<file path="src/hdl/ps2rf_pkg.sv">
// Package with the item codes, constants and widths of the PS/2 receive FIFO.
`timescale 1ns / 1ps
`default_nettype none

package ps2rf_pkg;

	// Item kinds on the input channel
	typedef logic [1:0] kind_t;
	localparam kind_t KIND_EDGE = 2'd0;
	localparam kind_t KIND_READ = 2'd1;
	localparam kind_t KIND_TICK = 2'd2;

	// Frame and timing constants
	localparam int TIMEOUT_W = 16;
	localparam int COUNT_W   = 4;
	localparam logic [TIMEOUT_W-1:0] TIMEOUT_RESET = 16'd250;
	localparam logic [TIMEOUT_W-1:0] IDLE_MAX      = 16'hFFFF;
	localparam logic [COUNT_W-1:0]   FRAME_BITS    = 4'd11;
	localparam logic [COUNT_W-1:0]   LAST_DATA_BIT = 4'd7;

	typedef logic [7:0]           byte_t;
	typedef logic [TIMEOUT_W-1:0] ms_t;
	typedef logic [COUNT_W-1:0]   count_t;

endpackage

`default_nettype wire

</file>
<file path="src/hdl/ps2rf_if.sv">
// Valid/ready channel interfaces for the input items and the read results.
`timescale 1ns / 1ps
`default_nettype none

interface ps2rf_item_if;
	import ps2rf_pkg::*;

	logic  valid;
	logic  ready;
	kind_t kind;
	logic  data_bit;

	modport source (output valid, output kind, output data_bit, input ready);
	modport sink (input valid, input kind, input data_bit, output ready);
endinterface

interface ps2rf_result_if;
	import ps2rf_pkg::*;

	logic  valid;
	logic  ready;
	byte_t scan_code;
	logic  fifo_empty;

	modport source (output valid, output scan_code, output fifo_empty, input ready);
	modport sink (input valid, input scan_code, input fifo_empty, output ready);
endinterface

`default_nettype wire

</file>
<file path="src/hdl/ps2_receive_fifo.sv">
// Top level of the PS/2 receiver with its byte FIFO.
`timescale 1ns / 1ps
`default_nettype none

// PS/2 frame receiver and byte FIFO. Every input item is one falling clock
// edge with its data bit, one millisecond tick, or one read request. Edges
// assemble 11-bit frames; data bits 1 to 8 form the byte, least significant
// bit first, and start, parity and stop bits are not checked. A completed
// byte is written to a ring FIFO of FIFO_DEPTH entries that keeps one slot
// free, so it holds FIFO_DEPTH-1 bytes; a byte that finds it full is lost.
// An edge that arrives after more than the programmed timeout of idle ticks
// discards any partial frame first. The block takes one item per clock
// cycle. A read gives its result in the cycle after its transfer, taken from the
// registered read port of the FIFO memory; the input is held off only while
// a result waits at the output and the output is not ready. Items of the
// unused kind are taken and ignored. The FIFO memory is not cleared.
module ps2_receive_fifo #(
	parameter int FIFO_DEPTH = 64
) (
	input  wire                     clk,
	input  wire                     arst_n,
	input  wire                     cfg_we,
	input  wire ps2rf_pkg::ms_t     cfg_wdata,
	ps2rf_item_if.sink              item,
	ps2rf_result_if.source          result
);
	import ps2rf_pkg::*;

	localparam int PTR_W = (FIFO_DEPTH > 1) ? $clog2(FIFO_DEPTH) : 1;
	localparam logic [PTR_W-1:0] PTR_LAST = PTR_W'(FIFO_DEPTH - 1);

	ms_t              timeout_q;
	count_t           bit_count_q;
	byte_t            shift_byte_q;
	ms_t              idle_ms_q;
	logic [PTR_W-1:0] write_ptr_q;
	logic [PTR_W-1:0] read_ptr_q;
	byte_t            fifo_mem [FIFO_DEPTH];

	logic             valid_s1;
	logic             empty_s1;
	byte_t            rdata_s1;

	logic             take;
	logic             timed_out;
	count_t           bc_base;
	byte_t            sb_base;
	byte_t            sb_next;
	count_t           bc_next;
	logic             frame_done;
	logic [PTR_W-1:0] wr_slot;
	logic [PTR_W-1:0] rd_slot;
	logic             fifo_full;
	logic             fifo_is_empty;

	// Input transfer and pointer arithmetic
	assign item.ready    = !valid_s1 || result.ready;
	assign take          = item.valid && item.ready;
	assign wr_slot       = (write_ptr_q == PTR_LAST) ? '0 : write_ptr_q + 1'b1;
	assign rd_slot       = (read_ptr_q == PTR_LAST) ? '0 : read_ptr_q + 1'b1;
	assign fifo_full     = (wr_slot == read_ptr_q);
	assign fifo_is_empty = (read_ptr_q == write_ptr_q);

	// Frame assembly for one edge: optional restart, shift in the bit, count.
	always_comb begin
		timed_out = (idle_ms_q > timeout_q);
		bc_base   = timed_out ? '0 : bit_count_q;
		sb_base   = timed_out ? '0 : shift_byte_q;
		sb_next   = sb_base;
		for (int i = 0; i <= int'(LAST_DATA_BIT); i++) begin
			if (bc_base == COUNT_W'(i + 1)) begin
				sb_next[i] = sb_base[i] | item.data_bit;
			end
		end
		bc_next    = bc_base + 1'b1;
		frame_done = (bc_next >= FRAME_BITS);
	end

	// Configuration register
	always_ff @(posedge clk or negedge arst_n) begin
		if (!arst_n) begin
			timeout_q <= TIMEOUT_RESET;
		end else if (cfg_we) begin
			timeout_q <= cfg_wdata;
		end
	end

	// Frame, idle and pointer state, updated at each input transfer
	always_ff @(posedge clk or negedge arst_n) begin
		if (!arst_n) begin
			bit_count_q  <= '0;
			shift_byte_q <= '0;
			idle_ms_q    <= '0;
			write_ptr_q  <= '0;
			read_ptr_q   <= '0;
		end else if (take) begin
			case (item.kind)
				KIND_EDGE: begin
					idle_ms_q <= '0;
					if (frame_done) begin
						bit_count_q  <= '0;
						shift_byte_q <= '0;
						if (!fifo_full) begin
							write_ptr_q <= wr_slot;
						end
					end else begin
						bit_count_q  <= bc_next;
						shift_byte_q <= sb_next;
					end
				end
				KIND_TICK: begin
					if (idle_ms_q != IDLE_MAX) begin
						idle_ms_q <= idle_ms_q + 1'b1;
					end
				end
				KIND_READ: begin
					if (!fifo_is_empty) begin
						read_ptr_q <= rd_slot;
					end
				end
				default: begin
				end
			endcase
		end
	end

	// FIFO memory: one write port, one registered read port
	always_ff @(posedge clk) begin
		if (take && item.kind == KIND_EDGE && frame_done && !fifo_full) begin
			fifo_mem[wr_slot] <= sb_next;
		end
	end

	always_ff @(posedge clk) begin
		if (take && item.kind == KIND_READ) begin
			rdata_s1 <= fifo_mem[rd_slot];
			empty_s1 <= fifo_is_empty;
		end
	end

	// Result stage: holds a read result until it is transferred
	always_ff @(posedge clk or negedge arst_n) begin
		if (!arst_n) begin
			valid_s1 <= 1'b0;
		end else if (item.ready) begin
			valid_s1 <= take && (item.kind == KIND_READ);
		end
	end

	assign result.valid      = valid_s1;
	assign result.fifo_empty = empty_s1;
	assign result.scan_code  = empty_s1 ? '0 : rdata_s1;

endmodule

`default_nettype wire
</file>
<file path="src/flat_wrapper.sv">
// flat-port wrapper written by rule: the top's interface ports become plain ports
module ps2_receive_fifo_flat import ps2rf_pkg::*;
#(
	parameter int FIFO_DEPTH = 64
)
  (clk, arst_n, cfg_we, cfg_wdata, item_valid, item_kind, item_data_bit, item_ready, result_valid, result_scan_code, result_fifo_empty, result_ready);
  ps2rf_item_if item_i ();
  ps2rf_result_if result_i ();
  input  wire clk;
  input  wire arst_n;
  input  wire cfg_we;
  input  wire ps2rf_pkg::ms_t cfg_wdata;
  input wire logic [$bits(item_i.valid)-1:0] item_valid;
  input wire logic [$bits(item_i.kind)-1:0] item_kind;
  input wire logic [$bits(item_i.data_bit)-1:0] item_data_bit;
  output wire logic [$bits(item_i.ready)-1:0] item_ready;
  output wire logic [$bits(result_i.valid)-1:0] result_valid;
  output wire logic [$bits(result_i.scan_code)-1:0] result_scan_code;
  output wire logic [$bits(result_i.fifo_empty)-1:0] result_fifo_empty;
  input wire logic [$bits(result_i.ready)-1:0] result_ready;
  assign item_i.valid = item_valid;
  assign item_i.kind = item_kind;
  assign item_i.data_bit = item_data_bit;
  assign item_ready = item_i.ready;
  assign result_valid = result_i.valid;
  assign result_scan_code = result_i.scan_code;
  assign result_fifo_empty = result_i.fifo_empty;
  assign result_i.ready = result_ready;
  ps2_receive_fifo #(.FIFO_DEPTH(FIFO_DEPTH)) u_core (.clk(clk), .arst_n(arst_n), .cfg_we(cfg_we), .cfg_wdata(cfg_wdata), .item(item_i), .result(result_i));
endmodule
</file>
<file path="config.mk">
export PLATFORM = sky130hd
export DESIGN_NAME = ps2_receive_fifo_flat
export DESIGN_NICKNAME = d
export VERILOG_FILES = /design/src/hdl/ps2rf_pkg.sv /design/src/hdl/ps2rf_if.sv /design/src/hdl/ps2_receive_fifo.sv /design/src/flat_wrapper.sv
export SDC_FILE = /design/constraint.sdc
export NUM_CORES = 1
export LEC_CHECK = 0
export BUFFER_PORTS_ARGS = -buffer_cell sky130_fd_sc_hd__buf_2
export CORE_MARGIN = 4
export CORE_UTILIZATION = 35
export CTS_CLUSTER_DIAMETER = 200
export DETAILED_ROUTE_END_ITERATION = 16
export GPL_TIMING_DRIVEN = 1
export HOLD_SLACK_MARGIN = 0.1
export PLACE_DENSITY = 0.55
export SLEW_MARGIN = 10
export SYNTH_ARGS = -nofsm -noshare
export SYNTH_HDL_FRONTEND = slang
export SYNTH_SLANG_ARGS = --single-unit
</file>
<file path="constraint.sdc">
create_clock -name clk -period 14.6 [get_ports clk]
set_input_delay 1.46 -clock clk [delete_from_list [all_inputs] [get_ports clk]]
set_output_delay 1.46 -clock clk [all_outputs]
set_load 0.005 [all_outputs]
</file>
; Yosys cells after proc, flatten, opt, wreduce, memory -nomap -nowiden
; Memory sizes are Yosys's and may differ from the RTL's. A register that Yosys moved wholly into a read port is not among the register bits.
; Index checks and enable logic that the tools add are counted.
[classes]
addsub = 4
order_cmp = 2
eq_ne = 16
n_mux = 19
bitwise = 10
reduce_logical = 14
[op_table]
columns = op, n
row1 = $pmux 16 s2, 1
row2 = $mux 8, 3
row3 = $add 16x1->16 const B, 1
row4 = $eq 4x3->1 const B, 4
row5 = $gt 16x16->1, 1
row6 = $mux 16, 1
row7 = $ne 16x16->1 const B, 1
row8 = $add 6x1->6 const B, 2
row9 = $eq 6x6->1, 2
row10 = $eq 6x6->1 const B, 2
row11 = $mux 6, 2
row12 = $mux 1, 10
row13 = $eq 4x2->1 const B, 2
row14 = $mux 4, 2
row15 = $or 1x1->1, 8
row16 = $reduce_and 3->1, 2
row17 = $logic_and 1x1->1, 5
row18 = $add 4x1->4 const B, 1
row19 = $eq 4x1->1 const B, 1
row20 = $eq 4x4->1 const B, 1
row21 = $ge 4x4->1 const B, 1
row22 = $reduce_and 4->1, 1
row23 = $eq 2x1->1 const B, 1
row24 = $eq 2x2->1 const B, 1
row25 = 7 further kinds, 9
[word_totals]
ff_bits = 58
ram_bits = 512
elab_cells = 74
mem_count = 1
[memory_table]
columns = name, words, width, read_ports, rd_clocked_by_memory_dff, wr, line_no
row1 = u_core.fifo_mem, 64, 8, 1, 1, 1, ps2_receive_fifo.sv:38  ; byte_t fifo_mem [FIFO_DEPTH];

; Depth between registers and ports, before layout
; Gate-level depths: netlist of the first run.
[depth]
depth_word = 8
depth_mapped = 18

; Worst setup path after synthesis of the first run
; OpenSTA, ideal clock, no wires.
[synth_path]
path_kind = flip-flop to flip-flop
from = reg u_core.timeout_q[1]
to = mem u_core.fifo_mem[0][0] (netlist bit) (data pin)
setup_ns = 0.553
arrival_ns = 4.194
path_slack_ns = 9.853
path_stages_with_launch = 14
path_buffers = 1
synth_period_minus_slack_ns = 4.747
cell_sequence = dfstp_2 -> inv_1 -> ha_1 -> nor2b_1 -> o211ai_1 -> a221oi_1 -> a2111oi_2 -> a21o_1 -> buf_2 -> nand2_1 -> inv_1 -> ha_1 -> nand2_1 -> o22ai_1
[synth_via]
elab_chain_cells = 4
elab_cells_between_ends = 6
cone_classes = order compare: 1 / eq/ne: 1 / mux: 3 / bitwise: 1
[synth_rtl]
columns = element, line_no
row1 = "start, declared", ps2_receive_fifo.sv:32  ; ms_t timeout_q;
row2 = "start signal, assigned", ps2_receive_fifo.sv:84  ; timeout_q <= cfg_wdata;
row3 = $gt 16x16->1 (*), ps2_receive_fifo.sv:66  ; timed_out = (idle_ms_q > timeout_q);
row4 = $mux 4 or $mux 8 (tied branches), "ps2_receive_fifo.sv:67, ps2_receive_fifo.sv:68"
row5 = $eq 4x1->1 or $or 1x1->1 (tied branches), "ps2_receive_fifo.sv:71, ps2_receive_fifo.sv:72"
row6 = $mux 1 (*), ps2_receive_fifo.sv:71  ; if (bc_base == COUNT_W'(i + 1)) begin
row7 = named net u_core.sb_next[0], ps2_receive_fifo.sv:48  ; byte_t sb_next;
row8 = "end, declared", ps2_receive_fifo.sv:38
; Mark *: on every way through the listed nets, which the timed path passes. The rest lies on a longest branch.

; Worst setup path in the final report of the first run
[layout_path]
from = reg u_core.timeout_q[1]
to = mem u_core.fifo_mem[27][7] (netlist bit) (enable)
[layout_via]
elab_chain_cells = 8
[layout_rtl]
columns = element, line_no
row1 = $gt 16x16->1, ps2_receive_fifo.sv:66
row2 = $mux 4, ps2_receive_fifo.sv:67  ; bc_base = timed_out ? '0 : bit_count_q;
row3 = $add 4x1->4, ps2_receive_fifo.sv:75  ; bc_next = bc_base + 1'b1;
row4 = $ge 4x4->1, ps2_receive_fifo.sv:76  ; frame_done = (bc_next >= FRAME_BITS);
row5 = $logic_and 1x1->1 (2 in a row), ps2_receive_fifo.sv:129  ; if (take && item.kind == KIND_EDGE && frame_done && !fifo_full) begin
row6 = $mux 1, ps2_receive_fifo.sv:129
row7 = $mux 1 (implied by the code), ps2_receive_fifo.sv:130  ; fifo_mem[wr_slot] <= sb_next;
; No other way between the ends.

==> summary.md, run 1 <==
| Metric | Value |
|---|---|
| Vias per std cell | `between 5 and 6` |
| CTS tree | `yes` |
| Rel. slew slack | `0.1460` |
| Sequential fraction of the synthesis area | `0.7001` |
| Routability cong. | `roughly 0.82` |
| Post-CTS setup buffer count | `0` |
| Synth Area in Compound Gates | `0.06119` |
| HP Class | `flip-flop to flip-flop` |
| Critical R2R Launch | `u_core.timeout_q[1]` |
| Simple-Gate Fraction of Synth Area | `0.1598` |
| Kind of critical path | `flip-flop to flip-flop` |
| Status | `complete, no violations` |
| Share of cells above drive strength 1 | `0.09681` |
| Vias after detailed routing | `15.34k` |
| Gr usage total | `0.1653` |
| Unique masters post-synth | `71` |
| Post-synth ARST share | `0.09862` |
| First-pass iteration count of the detailed router | `5` |
| Minimum clock period after layout | `between 5 and 6 ns` |
| CP Data Required Time | `14.84 ns` |
| Initial Util | `0.3545` |
| Worst Tran Pin Value | `1.281 ns` |
| Slew Viols, Final | `0` |
| Top cells by area, synth | `edfxtp_1 64%, nand2_1 6.9%, dfrtp_1 5.2%` |
| Final worst path period share | `0.4033` |
| Cts repair resizes | `0` |
| Area growth from synthesis to layout | `11.79%` |
| CP endpoint kind | `flip-flop` |
| Area of the core | `0.06883 mm^2` |
| Final WL | `61,930 um` |
| Syn Nets | `1,942` |
| Synth Area in Adders | `0.01180` |
| Total power | `5.490 mW` |
| Port Buffer Count | `34` |
| # setup viols final | `0` |
| Ant diodes | `0` |
| CP max-delay cell | `nor3_1` |
| Top-Level Pins | `35` |
| CP Cell Sequence | `inv_1 -> ha_1 -> nor2b_1 -> o211ai_1 -> a221oi_1 -> a2111oi_2 -> a21o_1 -> buf_4 -> nand2_1 -> inv_1 -> ha_1 -> xor2_1 -> nor2_1 -> nor3_4 -> nand4b_4 -> nor3_1` |
| Clock Tree Root | `clkbuf_16` |
| Filler cells | `6,464` |
| Register bit total from synthesis | `578` |
| Hold path start | `u_core.shift_byte_q[4]` |
| CP endpoint | `u_core.fifo_mem[27][7]` |
| Mux share of post-synthesis cell area | `0.02970` |
| Worst IR Drop VDD | `between 0.15 and 0.2 mV` |
| Final Hold Vio Count | `0` |
| Max Fanout on Critical Path | `22` |
| Later-pin clock latency in the skew report | `0.62 ns` |
| Vias in the first global route | `15.00k` |
| Launch point of the worst path | `u_core.timeout_q[1]` |
| Pwr dens | `201.3 mW/mm^2` |
| Largest net degree at the start of global routing | `93` |
| Clock sink count | `578` |
| Post-Synth XOR/XNOR Area | `0.01041` |
| Commonest cells in the netlist | `521 x edfxtp_1, 448 x nand2_1, 156 x nand3_1` |
| Dpl hpwl | `around 36,000 um` |
| FP Rows | `96` |
| MaxCap Viol Count | `0` |
| Fmax | `169.8 MHz` |
| GR Overflow Total | `0` |
| Skew final | `0.01444 ns` |
| Clock buffer depth | `3` |
| Count of hold-fix buffers inserted at cts | `0` |
| CP arrival | `6.13 ns` |
| Antenna Violating Nets Remaining | `0` |
| Mapped cell area | `0.02440 mm^2` |
| Detailed Route Iter0 Violations | `~1.5k` |
| Post-Synthesis Cells | `roughly 1.9k` |
| Die ar. | `0.07399 mm^2` |
| Prevailing post-synth register cell | `edfxtp_1` |
| Slowest cell delay on critical path | `1.00 ns` |
| Synth area leader | `edfxtp_1` |
| Layout Nets | `1,946` |
| Top cell type's share of synthesized area | `0.6413` |
| RSZ-0062 raised after global routing | `false` |
| H-tree Lvls | `2` |
| Placed insts | `2,770` |
| Crit Reg-Reg Endpoint | `u_core.fifo_mem[27][7]` |
| Ys Warns | `0` |
| CTS Buf Count | `58` |
| Number of synthesized flops with an enable pin | `521` |
| Largest family of logic cells by synthesized area | `simple AND/OR/NAND/NOR gates` |
| Post-detailed-route wirelength per cell | `~22 um` |
| Critical Path Source Type | `flip-flop` |
| Leak pwr | `9.406 nW` |
| Count leader, synth | `edfxtp_1` |
| Setup TNS | `0 ns` |
| Worst R2R Setup Slack | `between 8 and 9 ns` |
| Initial antenna violation count | `0` |
| Synth Area per Inst | `12.87 um^2` |
| Clk pin slew, worst setup/hold paths | `0.06 ns` |
| DIE WIDTH | `272.0 um` |
| Worst r2r path cells | `16` |
| DIE HEIGHT | `272.0 um` |
| Non-filler cells in the finished layout | `roughly 2.9k` |
| # DRC | `0` |
| First-pass GRT wire length | `93,700 um` |
final cells by class:
class	instances	area, um^2	share of cell area
clock buffers	70	1518	0.05565
well taps	931	1165	0.04271
inverters	31	116.4	0.004267
multi-input cells	1171	6753	0.2476
repair buffers	59	357.8	0.01312
flip-flops and latches	578	17080	0.6263
clock inverters	33	282.8	0.01037
metal layers:
layer  global-route usage  part of all wire  up-vias  routed length, um
met4              0.04561             0.022        0               1375
met2               0.2675              0.47      498              29210
met5                    0                 0        -                  0
met3              0.02678             0.063       78               3909
met1               0.2326              0.44     7719              27430
li1                     -                 -     7045                  -
per-stage QoR:
step	setup slack [ns]	instance area, um^2	utilization	hold slack [ns]
final	8.712	27270	0.3962	0.4953
after detailed placement	8.674	25470	0.3701	0.4696
after global routing	8.153	27270	0.3962	0.5140
after global placement	8.840	25470	0.3701	0.4667
after CTS	8.645	27270	0.3962	0.4923
after floorplan	9.853	24400	-	0.4441
kinds of logic after synthesis:
logic type / after synthesis
fa+ha+maj: 23
compound gates: 196
buf+inv: 146
flops: 578
simple gates: 854
mux: 69
xor+xnor: 29
power by group:
group          total [mW]  internal [mW]  switching, mW
Clock                1.43          0.808          0.622
Combinational        1.95          0.500           1.45
Sequential           2.11           2.06         0.0536
critical path, delay by kind of cell, from the launching register on:
kind / cells / cell delay [ns]
AO/OA/AOI/OAI: 4 / 0.88
AND/OR/NAND/NOR: 6 / 2.78
flip-flops: 1 / 0.52
buffers and inverters: 3 / 0.48
adder cells (fa/ha/maj): 2 / 0.65
XOR/XNOR: 1 / 0.18
state kept, by name, indices dropped and copies added (netlist names):
signal / count
u_core.bit_count_q: 4
u_core.fifo_mem: 512
u_core.idle_ms_q: 16
u_core.rdata_s1: 8
u_core.read_ptr_q: 6
u_core.result.fifo_empty: 1
u_core.result.valid: 1
u_core.shift_byte_q: 8
u_core.timeout_q: 16
u_core.write_ptr_q: 6
layout by cell type (no fill, tap or decap), types with 4 or more instances in the layout:
master	n
xor2_1	15
a221oi_1	8
clkbuf_16	59
ha_1	23
nor2_4	8
clkinv_2	9
o21ai_0	33
clkinv_1	13
edfxtp_1	521
a21oi_1	15
nand2b_1	4
a31oi_1	24
xnor2_1	14
mux2_2	7
or3_1	8
nor3_1	21
and3_1	5
a2bb2oi_1	9
bufinv_16	4
buf_4	25
buf_2	34
nor2_1	89
nand4_1	77
a211oi_1	4
a32oi_1	40
dfstp_2	6
mux2i_1	60
clkbuf_1	11
nor2b_1	11
nand2_1	448
dfrtp_1	51
nand3_1	156
a21o_1	9
inv_1	31
a41o_1	8
nand4_4	5
worst min-delay path by stage:
stage	depth (start not counted)	slack, ns	endpoint
floorplan	2	0.44	u_core.shift_byte_q[4]
global placement	2	0.47	u_core.shift_byte_q[7]
detailed placement	2	0.47	u_core.shift_byte_q[7]
CTS	2	0.49	u_core.shift_byte_q[4]
global route	2	0.51	u_core.shift_byte_q[4]
finish	2	0.50	u_core.shift_byte_q[4]
(Power assumes the default switching activity.)
==> inputs of run 2 (changes only) <==
==> constraint.sdc (replaced) <==
create_clock -name clk -period 5.7 [get_ports clk]
set_input_delay 0.57 -clock clk [delete_from_list [all_inputs] [get_ports clk]]
set_output_delay 0.57 -clock clk [all_outputs]
set_load 0.005 [all_outputs]
==> summary.md, run 2 (synthesis results as in run 1) <==
| Metric | Value |
|---|---|
| Slew Viols, Final | `0` |
| Status | `complete, no violations` |
| Final worst path period share | `0.8862` |
| Top-Level Pins | `35` |
| H-tree Lvls | `2` |
| Vias after detailed routing | `between 15k and 20k` |
| Worst Tran Pin Value | `approximately 1.3 ns` |
| DIE HEIGHT | `272.0 um` |
| Most frequent cells in the layout | `521 x edfxtp_1, 448 x nand2_1, 156 x nand3_1` |
| Share of cells above drive strength 1 | `0.1131` |
| Clk pwr share | `0.264` |
| Max FFs per register | `512` |
| RSZ-0062 raised after global routing | `false` |
| Crit Reg-Reg Endpoint | `u_core.fifo_mem[15][2]` |
| CP Cell Sequence | `inv_1 -> ha_1 -> nor2b_1 -> o211ai_1 -> a221oi_1 -> a2111oi_2 -> a21o_1 -> nand2_1 -> inv_1 -> ha_1 -> xor2_1 -> nor2_1 -> nor3_4 -> nand4b_4 -> nor3_2` |
| Later-pin clock latency in the skew report | `0.63 ns` |
| Critical Path Source Type | `flip-flop` |
| Regs by FF count | `u_core.fifo_mem: 512 flops, u_core.idle_ms_q: 16 flops, u_core.timeout_q: 16 flops` |
| Area growth from synthesis to layout | `13.42%` |
| Max Fanout on Critical Path | `17` |
| Area of the core | `0.06883 mm^2` |
| CP arrival | `between 5 and 6 ns` |
| Port Buffer Count | `34` |
| Vias in the first global route | `approximately 15k` |
| Minimum clock period after layout | `5.052 ns` |
| Worst r2r path cells | `15` |
| # DRC | `0` |
| Kind of critical path | `flip-flop to flip-flop` |
| Die ar. | `0.07399 mm^2` |
| Leak pwr | `a little under 10 nW` |
| Slowest cell delay on critical path | `a little over 0.8 ns` |
| Gr usage total | `0.1717` |
| Cell Int Power | `8.881 mW` |
| HP Class | `primary input to async pin` |
| GR Overflow Total | `0` |
| Comb pwr share | `0.362` |
| Final Hold Vio Count | `0` |
| Final WL | `64,690 um` |
| Sequential share of power | `0.374` |
| Worst R2R Setup Slack | `0.65 ns` |
| Initial antenna violation count | `0` |
| Vias per std cell | `about 5.3` |
| Post-CTS setup buffer count | `0` |
| Setup TNS | `0 ns` |
| First-pass GRT wire length | `96,170 um` |
| Clock buffer depth | `3` |
| CP Data Required Time | `5.94 ns` |
| Skew final | `0.02885 ns` |
| Count of hold-fix buffers inserted at cts | `0` |
| Largest net degree at the start of global routing | `just under 100` |
| Filler cells | `6,366` |
| Detailed Route Iter0 Violations | `1,608` |
| Setup WS post-layout | `0.6484 ns` |
| First-pass iteration count of the detailed router | `8` |
| MaxCap Viol Count | `0` |
| Layout Nets | `1,979` |
| Routability cong. | `about 0.8` |
| Commonest non-fill, non-tap cell in the layout | `edfxtp_1` |
| Dpl hpwl | `39,820 um` |
| Antenna Violating Nets Remaining | `0` |
| Ant diodes | `0` |
| Worst IR Drop VDD | `approximately 0.42 mV` |
| Fmax | `198.0 MHz` |
| Rel. slew slack | `0.1655` |
| Post-detailed-route wirelength per cell | `roughly 22 um` |
| Biggest register | `u_core.fifo_mem` |
| CP endpoint kind | `flip-flop` |
| CTS Buf Count | `59` |
| CP max-delay cell | `nor3_4` |
| Pwr dens | `between 500 and 600 mW/mm^2` |
| FP Rows | `96` |
| Critical R2R Launch | `u_core.timeout_q[1]` |
| Clock sink count | `roughly 580` |
| Total power | `roughly 14 mW` |
| Sw Share | `0.3875` |
| Psw | `5.619 mW` |
| Cts repair resizes | `0` |
| Initial Util | `0.3545` |
| DIE WIDTH | `272.0 um` |
| Clk pin slew, worst setup/hold paths | `0.06 ns` |
| Clock Tree Root | `clkbuf_16` |
| CTS tree | `yes` |
| # setup viols final | `0` |
| Post-placement setup slack | `0.6915 ns` |
[run 2: cell count changes in the layout (fill, tap and decap cells not counted), moves of 2 or more]
cell       previous run  this run
clkinv_1             13        15
buf_4                25        53
clkinv_2              9        12
and2_2                0         2
and2_4                2         0
bufinv_16             4         7
buf_12                0         4
[run 2: area by class of cell]
type                            count  area (um^2)  share of cell area
Timing Repair Buffer               91        648.1             0.02342
Clock buffer                       70         1518             0.05485
Sequential cell                   578        17080              0.6173
Inverter                           31        116.4            0.004206
Tap cell                          931         1165             0.04210
Clock inverter                     40        397.9             0.01438
Multi-Input combinational cell   1171         6745              0.2438
[run 2: per-stage QoR]
stage | utilization | hold slack [ns] | cells | cell area (um^2)
floorplan | - | 0.2744 | 1895 | 24400
global placement | 0.3742 | 0.4635 | 2802 | 25750
detailed placement | 0.3742 | 0.4697 | 2802 | 25750
CTS | 0.4020 | 0.1038 | 2912 | 27670
global route | 0.4020 | 0.1631 | 2912 | 27670
finish | 0.4020 | 0.1097 | 2912 | 27670
[run 2: per-layer routing]
metal	vias up	wire length, um	global-route usage
met1	7748	28030	0.2391
met4	0	1939	0.05568
li1	7116	-	-
met3	102	4481	0.03039
met2	537	30230	0.2749
met5	-	0	0
[run 2: power by group through the flow]
| stage | Sequential, mW | Combinational, mW | Clock [mW] |
|---|---|---|---|
| 6_report | 5.42 | 5.25 | 3.83 |
| 5_1_grt | 5.43 | 5.61 | 4.11 |
| 4_1_cts | 5.41 | 5.25 | 3.90 |
| 3_5_place_dp | 5.50 | 5.24 | 0 |
| 3_3_place_gp | 5.50 | 5.21 | 0 |
| 2_1_floorplan | 5.43 | 3.11 | 0 |
[run 2: worst max-delay path by stage]
stage,depth (start not counted),slack [ns],to,start
detailed placement,15,0.69,u_core.fifo_mem[15][6],u_core.timeout_q[1]
CTS,15,0.69,u_core.fifo_mem[15][6],u_core.timeout_q[1]
global placement,15,0.74,u_core.fifo_mem[15][5],u_core.timeout_q[1]
finish,15,0.65,u_core.fifo_mem[15][2],u_core.timeout_q[1]
global route,15,0.36,u_core.fifo_mem[15][6],u_core.timeout_q[1]
floorplan,13,0.95,u_core.fifo_mem[0][0],u_core.timeout_q[1]
[run 2: worst max-delay path, delay by kind of cell (launching register included)]
family | cells | cell delay, ns
simple gates | 6 | 2.26
buf+inv | 2 | 0.15
fa+ha+maj | 2 | 0.65
xor+xnor | 1 | 0.19
flops | 1 | 0.51
compound gates | 4 | 0.91
